**src/hw/rtl/keypad_setpoint_entry_defines.svh**
```systemverilog
// assertion macros shared by the keypad setpoint entry modules
// all of them sample on clk_i and are disabled while rst_ni is low
`ifndef KEYPAD_SETPOINT_ENTRY_DEFINES_SVH
`define KEYPAD_SETPOINT_ENTRY_DEFINES_SVH

`ifndef SYNTH
`define KSE_ASSERT_ALWAYS(lbl, expr) \
  lbl: assert property (@(posedge clk_i) disable iff (!rst_ni) (expr)) \
    else $error("assertion failed");
`define KSE_ASSERT_NEXT(lbl, ante, cons) \
  lbl: assert property (@(posedge clk_i) disable iff (!rst_ni) (ante) |=> (cons)) \
    else $error("assertion failed");
`else
`define KSE_ASSERT_ALWAYS(lbl, expr)
`define KSE_ASSERT_NEXT(lbl, ante, cons)
`endif

`endif

```
**src/hw/rtl/kse_pkg.sv**
```systemverilog
package kse_pkg;

  localparam int unsigned MAX_DIGITS = 3;

  localparam int unsigned KeyW   = 12;
  localparam int unsigned IdxW   = 4;
  localparam int unsigned ValW   = 14;
  localparam int unsigned TimeW  = 32;
  localparam int unsigned CfgIdxW = 3;

  localparam logic [IdxW-1:0] KEY_STAR = 4'd9;
  localparam logic [IdxW-1:0] KEY_ZERO = 4'd10;
  localparam logic [IdxW-1:0] KEY_HASH = 4'd11;

  localparam logic [ValW-1:0]  TEMP_MIN_RST   = 14'd5;
  localparam logic [ValW-1:0]  TEMP_MAX_RST   = 14'd40;
  localparam logic [ValW-1:0]  HUM_MIN_RST    = 14'd20;
  localparam logic [ValW-1:0]  HUM_MAX_RST    = 14'd90;
  localparam logic [TimeW-1:0] STAR_WINDOW_RST = 32'd10000;

  typedef enum logic [CfgIdxW-1:0] {
    CFG_TEMP_MIN    = 3'd0,
    CFG_TEMP_MAX    = 3'd1,
    CFG_HUM_MIN     = 3'd2,
    CFG_HUM_MAX     = 3'd3,
    CFG_STAR_WINDOW = 3'd4
  } cfg_idx_e;

  typedef enum logic [3:0] {
    EV_NONE      = 4'd0,
    EV_DIGIT     = 4'd1,
    EV_TOO_LONG  = 4'd2,
    EV_TEMP_START = 4'd3,
    EV_HUM_START = 4'd4,
    EV_TEMP_OK   = 4'd5,
    EV_HUM_OK    = 4'd6,
    EV_TEMP_BAD  = 4'd7,
    EV_HUM_BAD   = 4'd8,
    EV_ALARM_ACK = 4'd9
  } ev_e;

  typedef struct packed {
    logic [ValW-1:0]  temp_min;
    logic [ValW-1:0]  temp_max;
    logic [ValW-1:0]  hum_min;
    logic [ValW-1:0]  hum_max;
    logic [TimeW-1:0] star_window;
  } cfg_t;

  typedef struct packed {
    logic            valid;
    logic [IdxW-1:0] index;
    logic [2:0]      row;
    logic [1:0]      col;
  } key_t;

  typedef struct packed {
    logic [1:0]      mode;
    logic [2:0]      digits;
    logic [ValW-1:0] value;
    ev_e             ev;
    logic [ValW-1:0] setpoint;
  } res_t;

  function automatic logic [2:0] key_row(input logic [IdxW-1:0] idx);
    logic [2:0] r;
    case (idx)
      4'd0, 4'd1, 4'd2:   r = 3'd1;
      4'd3, 4'd4, 4'd5:   r = 3'd2;
      4'd6, 4'd7, 4'd8:   r = 3'd3;
      4'd9, 4'd10, 4'd11: r = 3'd4;
      default:            r = 3'd0;
    endcase
    return r;
  endfunction

  function automatic logic [1:0] key_col(input logic [IdxW-1:0] idx);
    logic [1:0] c;
    case (idx)
      4'd0, 4'd3, 4'd6, 4'd9:  c = 2'd1;
      4'd1, 4'd4, 4'd7, 4'd10: c = 2'd2;
      4'd2, 4'd5, 4'd8, 4'd11: c = 2'd3;
      default:                 c = 2'd0;
    endcase
    return c;
  endfunction

endpackage

```
**src/hw/rtl/kse_cfg_regs.sv**
```systemverilog
module kse_cfg_regs (
  input  logic                        clk_i,
  input  logic                        rst_ni,
  input  logic                        cfg_valid_i,
  input  logic [kse_pkg::CfgIdxW-1:0] cfg_index_i,
  input  logic [kse_pkg::TimeW-1:0]   cfg_data_i,
  output kse_pkg::cfg_t               cfg_o
);

  kse_pkg::cfg_t cfg_q, cfg_d;

  always_comb begin
    cfg_d = cfg_q;
    if (cfg_valid_i) begin
      unique case (cfg_index_i)
        kse_pkg::CFG_TEMP_MIN:    cfg_d.temp_min    = cfg_data_i[kse_pkg::ValW-1:0];
        kse_pkg::CFG_TEMP_MAX:    cfg_d.temp_max    = cfg_data_i[kse_pkg::ValW-1:0];
        kse_pkg::CFG_HUM_MIN:     cfg_d.hum_min     = cfg_data_i[kse_pkg::ValW-1:0];
        kse_pkg::CFG_HUM_MAX:     cfg_d.hum_max     = cfg_data_i[kse_pkg::ValW-1:0];
        kse_pkg::CFG_STAR_WINDOW: cfg_d.star_window = cfg_data_i;
        default: ;
      endcase
    end
  end

  always_ff @(posedge clk_i or negedge rst_ni) begin
    if (!rst_ni) begin
      cfg_q.temp_min    <= kse_pkg::TEMP_MIN_RST;
      cfg_q.temp_max    <= kse_pkg::TEMP_MAX_RST;
      cfg_q.hum_min     <= kse_pkg::HUM_MIN_RST;
      cfg_q.hum_max     <= kse_pkg::HUM_MAX_RST;
      cfg_q.star_window <= kse_pkg::STAR_WINDOW_RST;
    end else begin
      cfg_q <= cfg_d;
    end
  end

  assign cfg_o = cfg_q;

endmodule

```
**src/hw/rtl/kse_key_scan.sv**
```systemverilog
module kse_key_scan (
  input  logic                     clk_i,
  input  logic                     rst_ni,
  input  logic                     step_i,
  input  logic [kse_pkg::KeyW-1:0] pressed_i,
  output kse_pkg::key_t            key_o
);

  logic [kse_pkg::KeyW-1:0] prev_q;
  logic [2:0]               row_q, row_d;
  logic [1:0]               col_q, col_d;
  logic [kse_pkg::KeyW-1:0] fresh;
  logic [kse_pkg::IdxW-1:0] idx;
  logic                     found;

  assign fresh = pressed_i & ~prev_q;
  assign found = |fresh;

  // lowest set bit wins
  always_comb begin
    idx = '0;
    for (int i = kse_pkg::KeyW - 1; i >= 0; i--) begin
      if (fresh[i]) begin
        idx = kse_pkg::IdxW'(i);
      end
    end
  end

  assign row_d = found ? kse_pkg::key_row(idx) : row_q;
  assign col_d = found ? kse_pkg::key_col(idx) : col_q;

  always_ff @(posedge clk_i or negedge rst_ni) begin
    if (!rst_ni) begin
      prev_q <= '0;
      row_q  <= '0;
      col_q  <= '0;
    end else if (step_i) begin
      prev_q <= pressed_i;
      row_q  <= row_d;
      col_q  <= col_d;
    end
  end

  assign key_o.valid = found;
  assign key_o.index = idx;
  assign key_o.row   = row_d;
  assign key_o.col   = col_d;

endmodule

```
**src/hw/rtl/kse_entry_ctrl.sv**
```systemverilog
`include "keypad_setpoint_entry_defines.svh"

module kse_entry_ctrl #(
  parameter int unsigned MaxDigits = kse_pkg::MAX_DIGITS
) (
  input  logic                      clk_i,
  input  logic                      rst_ni,
  input  logic                      step_i,
  input  kse_pkg::key_t             key_i,
  input  logic [kse_pkg::TimeW-1:0] now_i,
  input  kse_pkg::cfg_t             cfg_i,
  output kse_pkg::res_t             res_o
);

  typedef enum logic [1:0] {
    MODE_IDLE = 2'd0,
    MODE_TEMP = 2'd1,
    MODE_HUM  = 2'd2
  } mode_e;

  mode_e                     mode_q, mode_d;
  logic [2:0]                digits_q, digits_d;
  logic [kse_pkg::ValW-1:0]  value_q, value_d;
  logic [kse_pkg::TimeW-1:0] star_q, star_d;

  logic [2:0]                dig_base;
  logic [kse_pkg::ValW-1:0]  val_base;
  logic [kse_pkg::ValW-1:0]  digit;
  logic [kse_pkg::ValW-1:0]  val_next;
  logic [kse_pkg::TimeW-1:0] since_star;
  logic                      is_cmd;
  logic                      in_temp, in_hum;
  kse_pkg::ev_e              ev;
  logic [kse_pkg::ValW-1:0]  setpoint;

  assign is_cmd     = (key_i.index == kse_pkg::KEY_STAR) || (key_i.index == kse_pkg::KEY_HASH);
  assign since_star = now_i - star_q;
  assign digit      = (key_i.index == kse_pkg::KEY_ZERO) ? '0
                    : kse_pkg::ValW'(key_i.index) + kse_pkg::ValW'(1);
  assign in_temp    = (value_q >= cfg_i.temp_min) && (value_q <= cfg_i.temp_max);
  assign in_hum     = (value_q >= cfg_i.hum_min) && (value_q <= cfg_i.hum_max);

  // a first digit in idle starts from an empty entry
  assign dig_base = (mode_q == MODE_IDLE) ? '0 : digits_q;
  assign val_base = (mode_q == MODE_IDLE) ? '0 : value_q;
  assign val_next = {val_base[kse_pkg::ValW-4:0], 3'b000}
                  + {val_base[kse_pkg::ValW-2:0], 1'b0} + digit;

  always_comb begin
    mode_d   = mode_q;
    digits_d = digits_q;
    value_d  = value_q;
    star_d   = star_q;
    ev       = kse_pkg::EV_NONE;
    setpoint = '0;
    if (key_i.valid) begin
      if (is_cmd) begin
        digits_d = '0;
        value_d  = '0;
        if (mode_q != MODE_IDLE && digits_q != '0) begin
          mode_d = MODE_IDLE;
          if (mode_q == MODE_TEMP) begin
            ev       = in_temp ? kse_pkg::EV_TEMP_OK : kse_pkg::EV_TEMP_BAD;
            setpoint = in_temp ? value_q : '0;
          end else begin
            ev       = in_hum ? kse_pkg::EV_HUM_OK : kse_pkg::EV_HUM_BAD;
            setpoint = in_hum ? value_q : '0;
          end
        end else if (key_i.index == kse_pkg::KEY_HASH) begin
          mode_d = MODE_IDLE;
          ev     = kse_pkg::EV_ALARM_ACK;
        end else if (mode_q == MODE_TEMP && since_star < cfg_i.star_window) begin
          mode_d = MODE_HUM;
          star_d = '0;
          ev     = kse_pkg::EV_HUM_START;
        end else begin
          mode_d = MODE_TEMP;
          star_d = now_i;
          ev     = kse_pkg::EV_TEMP_START;
        end
      end else begin
        if (mode_q == MODE_IDLE) begin
          mode_d = MODE_TEMP;
        end
        if (dig_base >= 3'(MaxDigits)) begin
          digits_d = dig_base;
          value_d  = val_base;
          ev       = kse_pkg::EV_TOO_LONG;
        end else begin
          digits_d = dig_base + 3'd1;
          value_d  = val_next;
          ev       = kse_pkg::EV_DIGIT;
        end
      end
    end
  end

  always_ff @(posedge clk_i or negedge rst_ni) begin
    if (!rst_ni) begin
      mode_q   <= MODE_IDLE;
      digits_q <= '0;
      value_q  <= '0;
      star_q   <= '0;
    end else if (step_i) begin
      mode_q   <= mode_d;
      digits_q <= digits_d;
      value_q  <= value_d;
      star_q   <= star_d;
    end
  end

  assign res_o.mode     = mode_d;
  assign res_o.digits   = digits_d;
  assign res_o.value    = value_d;
  assign res_o.ev       = ev;
  assign res_o.setpoint = setpoint;

  `KSE_ASSERT_ALWAYS(a_digits_bound, digits_q <= 3'(MaxDigits))
  `KSE_ASSERT_ALWAYS(a_idle_empty, (mode_q != MODE_IDLE) || (digits_q == '0))
  `KSE_ASSERT_ALWAYS(a_empty_zero, (digits_q != '0) || (value_q == '0))
  `KSE_ASSERT_NEXT(a_no_key_hold, !key_i.valid, $stable(mode_q) && $stable(digits_q))

endmodule

```
**src/hw/rtl/keypad_setpoint_entry.sv**
```systemverilog
// keypad setpoint entry
// input channel: in_valid_i / in_ready_o carry one keypad scan per beat,
//   pressed_keys_i (bit (row-1)*3+(col-1) per key) and now_ms_i
// output channel: out_valid_o / out_ready_i carry exactly one result beat
//   per scan: the new key found, the entry state after the scan and the
//   event with its accepted setpoint
// config channel: cfg_valid_i / cfg_ready_o write register cfg_index_i
//   (0 temp_min, 1 temp_max, 2 humidity_min, 3 humidity_max,
//   4 star_window_ms) with cfg_data_i; other indexes are dropped;
//   cfg_ready_o is always high, write only while no scan is in flight
// a scan is taken into the input register, then key pick and entry update
//   feed the result register
// throughput: one scan per cycle while the receiver does not stall, set by
//   the single pass of key pick and entry update between those two registers
// when the receiver stalls the result register holds; one more scan can
//   be taken into the input register, then in_ready_o drops
// reset clears the entry, key history and pipeline valids and loads the
//   default limits and window
module keypad_setpoint_entry #(
  parameter int unsigned MaxDigits = kse_pkg::MAX_DIGITS
) (
  input  logic                        clk_i,
  input  logic                        rst_ni,
  input  logic                        in_valid_i,
  output logic                        in_ready_o,
  input  logic [kse_pkg::KeyW-1:0]    pressed_keys_i,
  input  logic [kse_pkg::TimeW-1:0]   now_ms_i,
  output logic                        out_valid_o,
  input  logic                        out_ready_i,
  output logic                        key_valid_o,
  output logic [kse_pkg::IdxW-1:0]    key_index_o,
  output logic [2:0]                  key_row_o,
  output logic [1:0]                  key_col_o,
  output logic [1:0]                  entry_mode_o,
  output logic [2:0]                  digit_count_o,
  output logic [kse_pkg::ValW-1:0]    entry_value_o,
  output logic [3:0]                  event_res_o,
  output logic [kse_pkg::ValW-1:0]    setpoint_value_o,
  input  logic                        cfg_valid_i,
  output logic                        cfg_ready_o,
  input  logic [kse_pkg::CfgIdxW-1:0] cfg_index_i,
  input  logic [kse_pkg::TimeW-1:0]   cfg_data_i
);

  logic                      in_valid_q, in_valid_d;
  logic [kse_pkg::KeyW-1:0]  pressed_q;
  logic [kse_pkg::TimeW-1:0] now_q;
  logic                      out_valid_q, out_valid_d;
  kse_pkg::key_t             key_q;
  kse_pkg::res_t             res_q;

  logic                      advance;
  logic                      in_accept;
  kse_pkg::cfg_t             cfg;
  kse_pkg::key_t             key;
  kse_pkg::res_t             res;

  assign advance     = in_valid_q && (!out_valid_q || out_ready_i);
  assign in_ready_o  = !in_valid_q || advance;
  assign in_accept   = in_valid_i && in_ready_o;
  assign cfg_ready_o = 1'b1;

  assign in_valid_d  = in_accept ? 1'b1 : (advance ? 1'b0 : in_valid_q);
  assign out_valid_d = advance ? 1'b1 : (out_ready_i ? 1'b0 : out_valid_q);

  kse_cfg_regs u_cfg (
    .clk_i       (clk_i),
    .rst_ni      (rst_ni),
    .cfg_valid_i (cfg_valid_i),
    .cfg_index_i (cfg_index_i),
    .cfg_data_i  (cfg_data_i),
    .cfg_o       (cfg)
  );

  kse_key_scan u_scan (
    .clk_i     (clk_i),
    .rst_ni    (rst_ni),
    .step_i    (advance),
    .pressed_i (pressed_q),
    .key_o     (key)
  );

  kse_entry_ctrl #(
    .MaxDigits (MaxDigits)
  ) u_entry (
    .clk_i  (clk_i),
    .rst_ni (rst_ni),
    .step_i (advance),
    .key_i  (key),
    .now_i  (now_q),
    .cfg_i  (cfg),
    .res_o  (res)
  );

  always_ff @(posedge clk_i or negedge rst_ni) begin
    if (!rst_ni) begin
      in_valid_q  <= 1'b0;
      out_valid_q <= 1'b0;
    end else begin
      in_valid_q  <= in_valid_d;
      out_valid_q <= out_valid_d;
    end
  end

  // payload registers
  always_ff @(posedge clk_i) begin
    if (in_accept) begin
      pressed_q <= pressed_keys_i;
      now_q     <= now_ms_i;
    end
    if (advance) begin
      key_q <= key;
      res_q <= res;
    end
  end

  assign out_valid_o      = out_valid_q;
  assign key_valid_o      = key_q.valid;
  assign key_index_o      = key_q.index;
  assign key_row_o        = key_q.row;
  assign key_col_o        = key_q.col;
  assign entry_mode_o     = res_q.mode;
  assign digit_count_o    = res_q.digits;
  assign entry_value_o    = res_q.value;
  assign event_res_o      = res_q.ev;
  assign setpoint_value_o = res_q.setpoint;

endmodule

```
**config.mk**
```make
export PLATFORM = sky130hd
export DESIGN_NAME = keypad_setpoint_entry
export DESIGN_NICKNAME = d
export VERILOG_FILES = /design/src/hw/rtl/kse_pkg.sv /design/src/hw/rtl/kse_cfg_regs.sv /design/src/hw/rtl/kse_key_scan.sv /design/src/hw/rtl/kse_entry_ctrl.sv /design/src/hw/rtl/keypad_setpoint_entry.sv
export VERILOG_INCLUDE_DIRS = /design/src /design/src/hw/rtl
export SDC_FILE = /design/constraint.sdc
export NUM_CORES = 1
export LEC_CHECK = 0
export ABC_AREA = 1
export BUFFER_PORTS_ARGS = -buffer_cell sky130_fd_sc_hd__buf_2
export CORE_MARGIN = 2
export CORE_UTILIZATION = 62
export CTS_BUF_LIST = sky130_fd_sc_hd__clkbuf_8
export DETAILED_ROUTE_END_ITERATION = 8
export PLACE_DENSITY = 0.9
export SLEW_MARGIN = 20
export SYNTH_ARGS = -nofsm -noshare
export SYNTH_HDL_FRONTEND = slang
export SYNTH_SLANG_ARGS = --single-unit
```
**constraint.sdc**
```tcl
create_clock -name clk_i -period 5 [get_ports clk_i]
set_input_delay 0.25 -clock clk_i [delete_from_list [all_inputs] [get_ports clk_i]]
set_output_delay 0.25 -clock clk_i [all_outputs]
set_load 0.01 [all_outputs]
```
==> results.json <==
{
  "die_y_um": 158,
  "maxSlewHeadroom_pct": 28.9,
  "syn_area_per_cell_sq_um": 8.80,
  "cp.arrival_ns": 4.79,
  "outcome": "complete, no violations",
  "drt-initial-drc-count": 968,
  "grt_pass1_wl_um": 60000,
  "yosysWarnings": 0,
  "rows": 56,
  "min_period_ns": 4.49,
  "whs_ns": 0.0250,
  "synth_edf_count": 91,
  "drive_gt1_share_pct": 15.0,
  "max-cap-violations": 0,
  "vias": 12455,
  "initial_utilization_pct": 62.8,
  "grt_max_degree": 104,
  "setup.worst_path.end_class": "register",
  "power_frac_comb_pct": 45.9,
  "io_buffers": 132,
  "synth_area_sq_mm": 0.0146,
  "drc": 0,
  "cts.sinks": 249,
  "seq_area_frac_synth_pct": 45.8,
  "synth_area_leaders": "dfrtp_1, edfxtp_1, ha_1",
  "fin_worst_skew_ns": 0.0255,
  "crit_type": "register to register",
  "io_pins": 134,
  "p_clk_share_pct": 20.6,
  "clock_path_buffers": 3,
  "powerDensity_mw_per_mm2": 515,
  "intPower_mw": 5.10,
  "nFillCells": 1663,
  "ant_nets": 0,
  "die_x_um": 158,
  "setup_violations": 0,
  "hp-class": "input port to register",
  "vdd_ir_drop_max_uv": 274,
  "slew_violations": 0,
  "switching_share_pct": 41.9,
  "firstDrtPassIters": 6,
  "fmax_mhz": 223,
  "h-tree-depth": 2,
  "gp_congestion": 0.910,
  "area_growth_pct": 16.5,
  "cp_data_required_time_ns": 5.30,
  "ys_seq_elements": 249,
  "antenna_found_initial": 1,
  "yosys.area.top_type": "dfrtp_1",
  "cts-root-buf": "clkbuf_8",
  "clk_latency_ns": 0.56,
  "p_switching_mw": 3.68,
  "setup_tns_ns": 0,
  "tightestPinTransition_ns": 1.06,
  "synth_cell_type_count": 48,
  "grt_pass1_vias": 12395,
  "track_usage_pct": 30.5,
  "synth_cells": 1665,
  "coreArea_sq_mm": 0.0233,
  "cts_resized": 0,
  "critPathLaunchType": "register",
  "pwr-share-seq_pct": 33.4,
  "numCtsBuffers": 42,
  "viasPerCell": 5.59,
  "hold_viol": 0,
  "p_leak_nw": 8.21,
  "synthFlopType": "dfrtp_1",
  "min_period_over_period_pct": 89.8,
  "clk_pin_slew_ns": 0.07,
  "routedWlPerCell_um": 16.7,
  "async_flop_share_pct": 63.5,
  "cts_tree": "built",
  "synth_top_cell_area_share_pct": 24.4,
  "final_nets": 2109,
  "die_area_sq_mm": 0.0249,
  "overflow": 0,
  "rsz0062_at_grt": "false",
  "dp_hpwl_um": 25000,
  "wl_um": 37300,
  "path_max_fanout": 25
}
## cells by family after synthesis
group	Yosys count	synth area share (%)
AO/OA/AOI/OAI	366	14.0
XOR/XNOR	42	2.51
adder cells (fa/ha/maj)	148	12.8
buffers and inverters	270	7.46
flip-flops	249	45.8
other	1	0.0256
AND/OR/NAND/NOR	589	17.4
## placed cells by master, fill, tap and decap left out, types with 10 or more instances in the layout
cell type,n
nand2_1,375
nand4_1,13
nand3_1,41
dfstp_2,15
dfrtp_1,143
a21oi_1,130
inv_1,241
buf_4,10
o21ai_0,160
buf_2,131
xor2_1,30
clkbuf_8,48
o21ai_1,11
nor3_2,10
dlygate4sd3_1,66
nor2_1,100
nor3_1,16
o21ai_2,34
ha_1,144
xnor2_1,12
edfxtp_1,91
## flip-flops by register name, indices dropped and copies added, names as in the netlist, 4 cells and up
register	count
u_cfg.cfg_o	88
u_entry.star_q	32
setpoint_value_o	14
u_entry.value_q	14
key_index_o	4
now_q	32
entry_value_o	14
u_scan.prev_q	12
pressed_q	12
event_res_o	4
## stage by stage
step | instance area (sq um) | instances | total power, mW | utilization [%] | setup slack (ns)
2_1_floorplan | 14700 | 1666 | 5.74 | - | 1.40
3_3_place_gp | 15600 | 2086 | 6.63 | 66.7 | 0.880
3_5_place_dp | 15600 | 2086 | 6.84 | 66.7 | 0.751
4_1_cts | 17100 | 2228 | 8.71 | 73.1 | 0.659
5_1_grt | 17100 | 2229 | 9.45 | 73.1 | 0.0295
6_report | 17100 | 2230 | 8.78 | 73.1 | 0.509
## worst max-delay path: stages, from the launching register on
cell	delay, ns
edfxtp_1	0.41
inv_1	0.08
ha_1	0.15
inv_1	0.07
fa_1	0.40
nand3_1	0.10
nand3_1	0.15
a21oi_1	0.19
o21ai_0	0.13
nand3_1	0.10
nand2_1	0.09
a21boi_0	0.37
o21ai_0	0.18
xor2_1	0.17
ha_1	0.29
nand2_1	0.06
nor2_1	0.13
nand2_1	0.09
nor4_1	0.18
nand2_1	0.08
nand3_1	0.09
buf_4	0.31
o21ai_0	0.17
and3_2	0.23
## cell usage after synthesis (all sizes together) (2+ instances only)
cell,instances
a31oi,5
xor2,30
nor3,27
nand2,380
o21a,5
dfrtp,143
inv,229
nor2,104
a211oi,2
buf,16
o21bai,4
a21o,2
o21ai,205
a21boi,5
a21oi,131
ha,144
dfstp,15
clkbuf,25
fa,4
edfxtp,91
nor4,5
nand4,16
nand3,42
or2,12
o211ai,4
o22ai,2
xnor2,12
## what timing repair did
action	in CTS	in global routing
hold buffers	66	0
setup buffers	0	0
endpoints found under the hold margin	151	0
setup endpoints to repair	0	0
## cell type report
class / instances / area [sq um] / share of cell area, %
well taps: 319 / 399 / 2.34
repair buffers: 208 / 1400 / 8.22
clock buffers: 48 / 661 / 3.87
multi-input cells: 1147 / 6870 / 40.2
clock inverters: 28 / 165 / 0.968
inverters: 229 / 860 / 5.04
diodes: 2 / 5.00 / 0.0293
flip-flops and latches: 249 / 6710 / 39.3
## metal layers
layer | GRT usage [%] | routed length, um | vias to the layer above
met5 | 0 | 0 | -
met4 | 13.1 | 1560 | 0
met3 | 4.38 | 2190 | 127
met2 | 53.3 | 18800 | 478
met1 | 37.9 | 14800 | 5907
li1 | - | - | 5943
## power groups by stage
| stage | combinational [mW] | clock, mW | sequential, mW |
|---|---|---|---|
| 6_report | 4.03 | 1.81 | 2.94 |
| 5_1_grt | 4.55 | 1.92 | 2.98 |
| 4_1_cts | 3.97 | 1.81 | 2.92 |
| 3_5_place_dp | 3.88 | 0 | 2.96 |
| 3_3_place_gp | 3.70 | 0 | 2.93 |
| 2_1_floorplan | 2.82 | 0 | 2.92 |
## worst paths after layout
path                                      start  slack, ns  depth (start not counted)                  to
worst min-delay path              cfg_data_i[3]       0.03                          3     u_cfg.cfg_o[35]
min in group asynchronous                rst_ni       0.37                          2  u_entry.value_q[7]
max in group asynchronous                rst_ni       3.29                          3     u_cfg.cfg_o[22]
worst max register to register         now_q[0]       0.51                         23      event_res_o[2]
worst max-delay path                   now_q[0]       0.51                         23      event_res_o[2]
worst min register to register  u_cfg.cfg_o[47]       0.49                          2     u_cfg.cfg_o[47]
(Power assumes the default switching activity.)
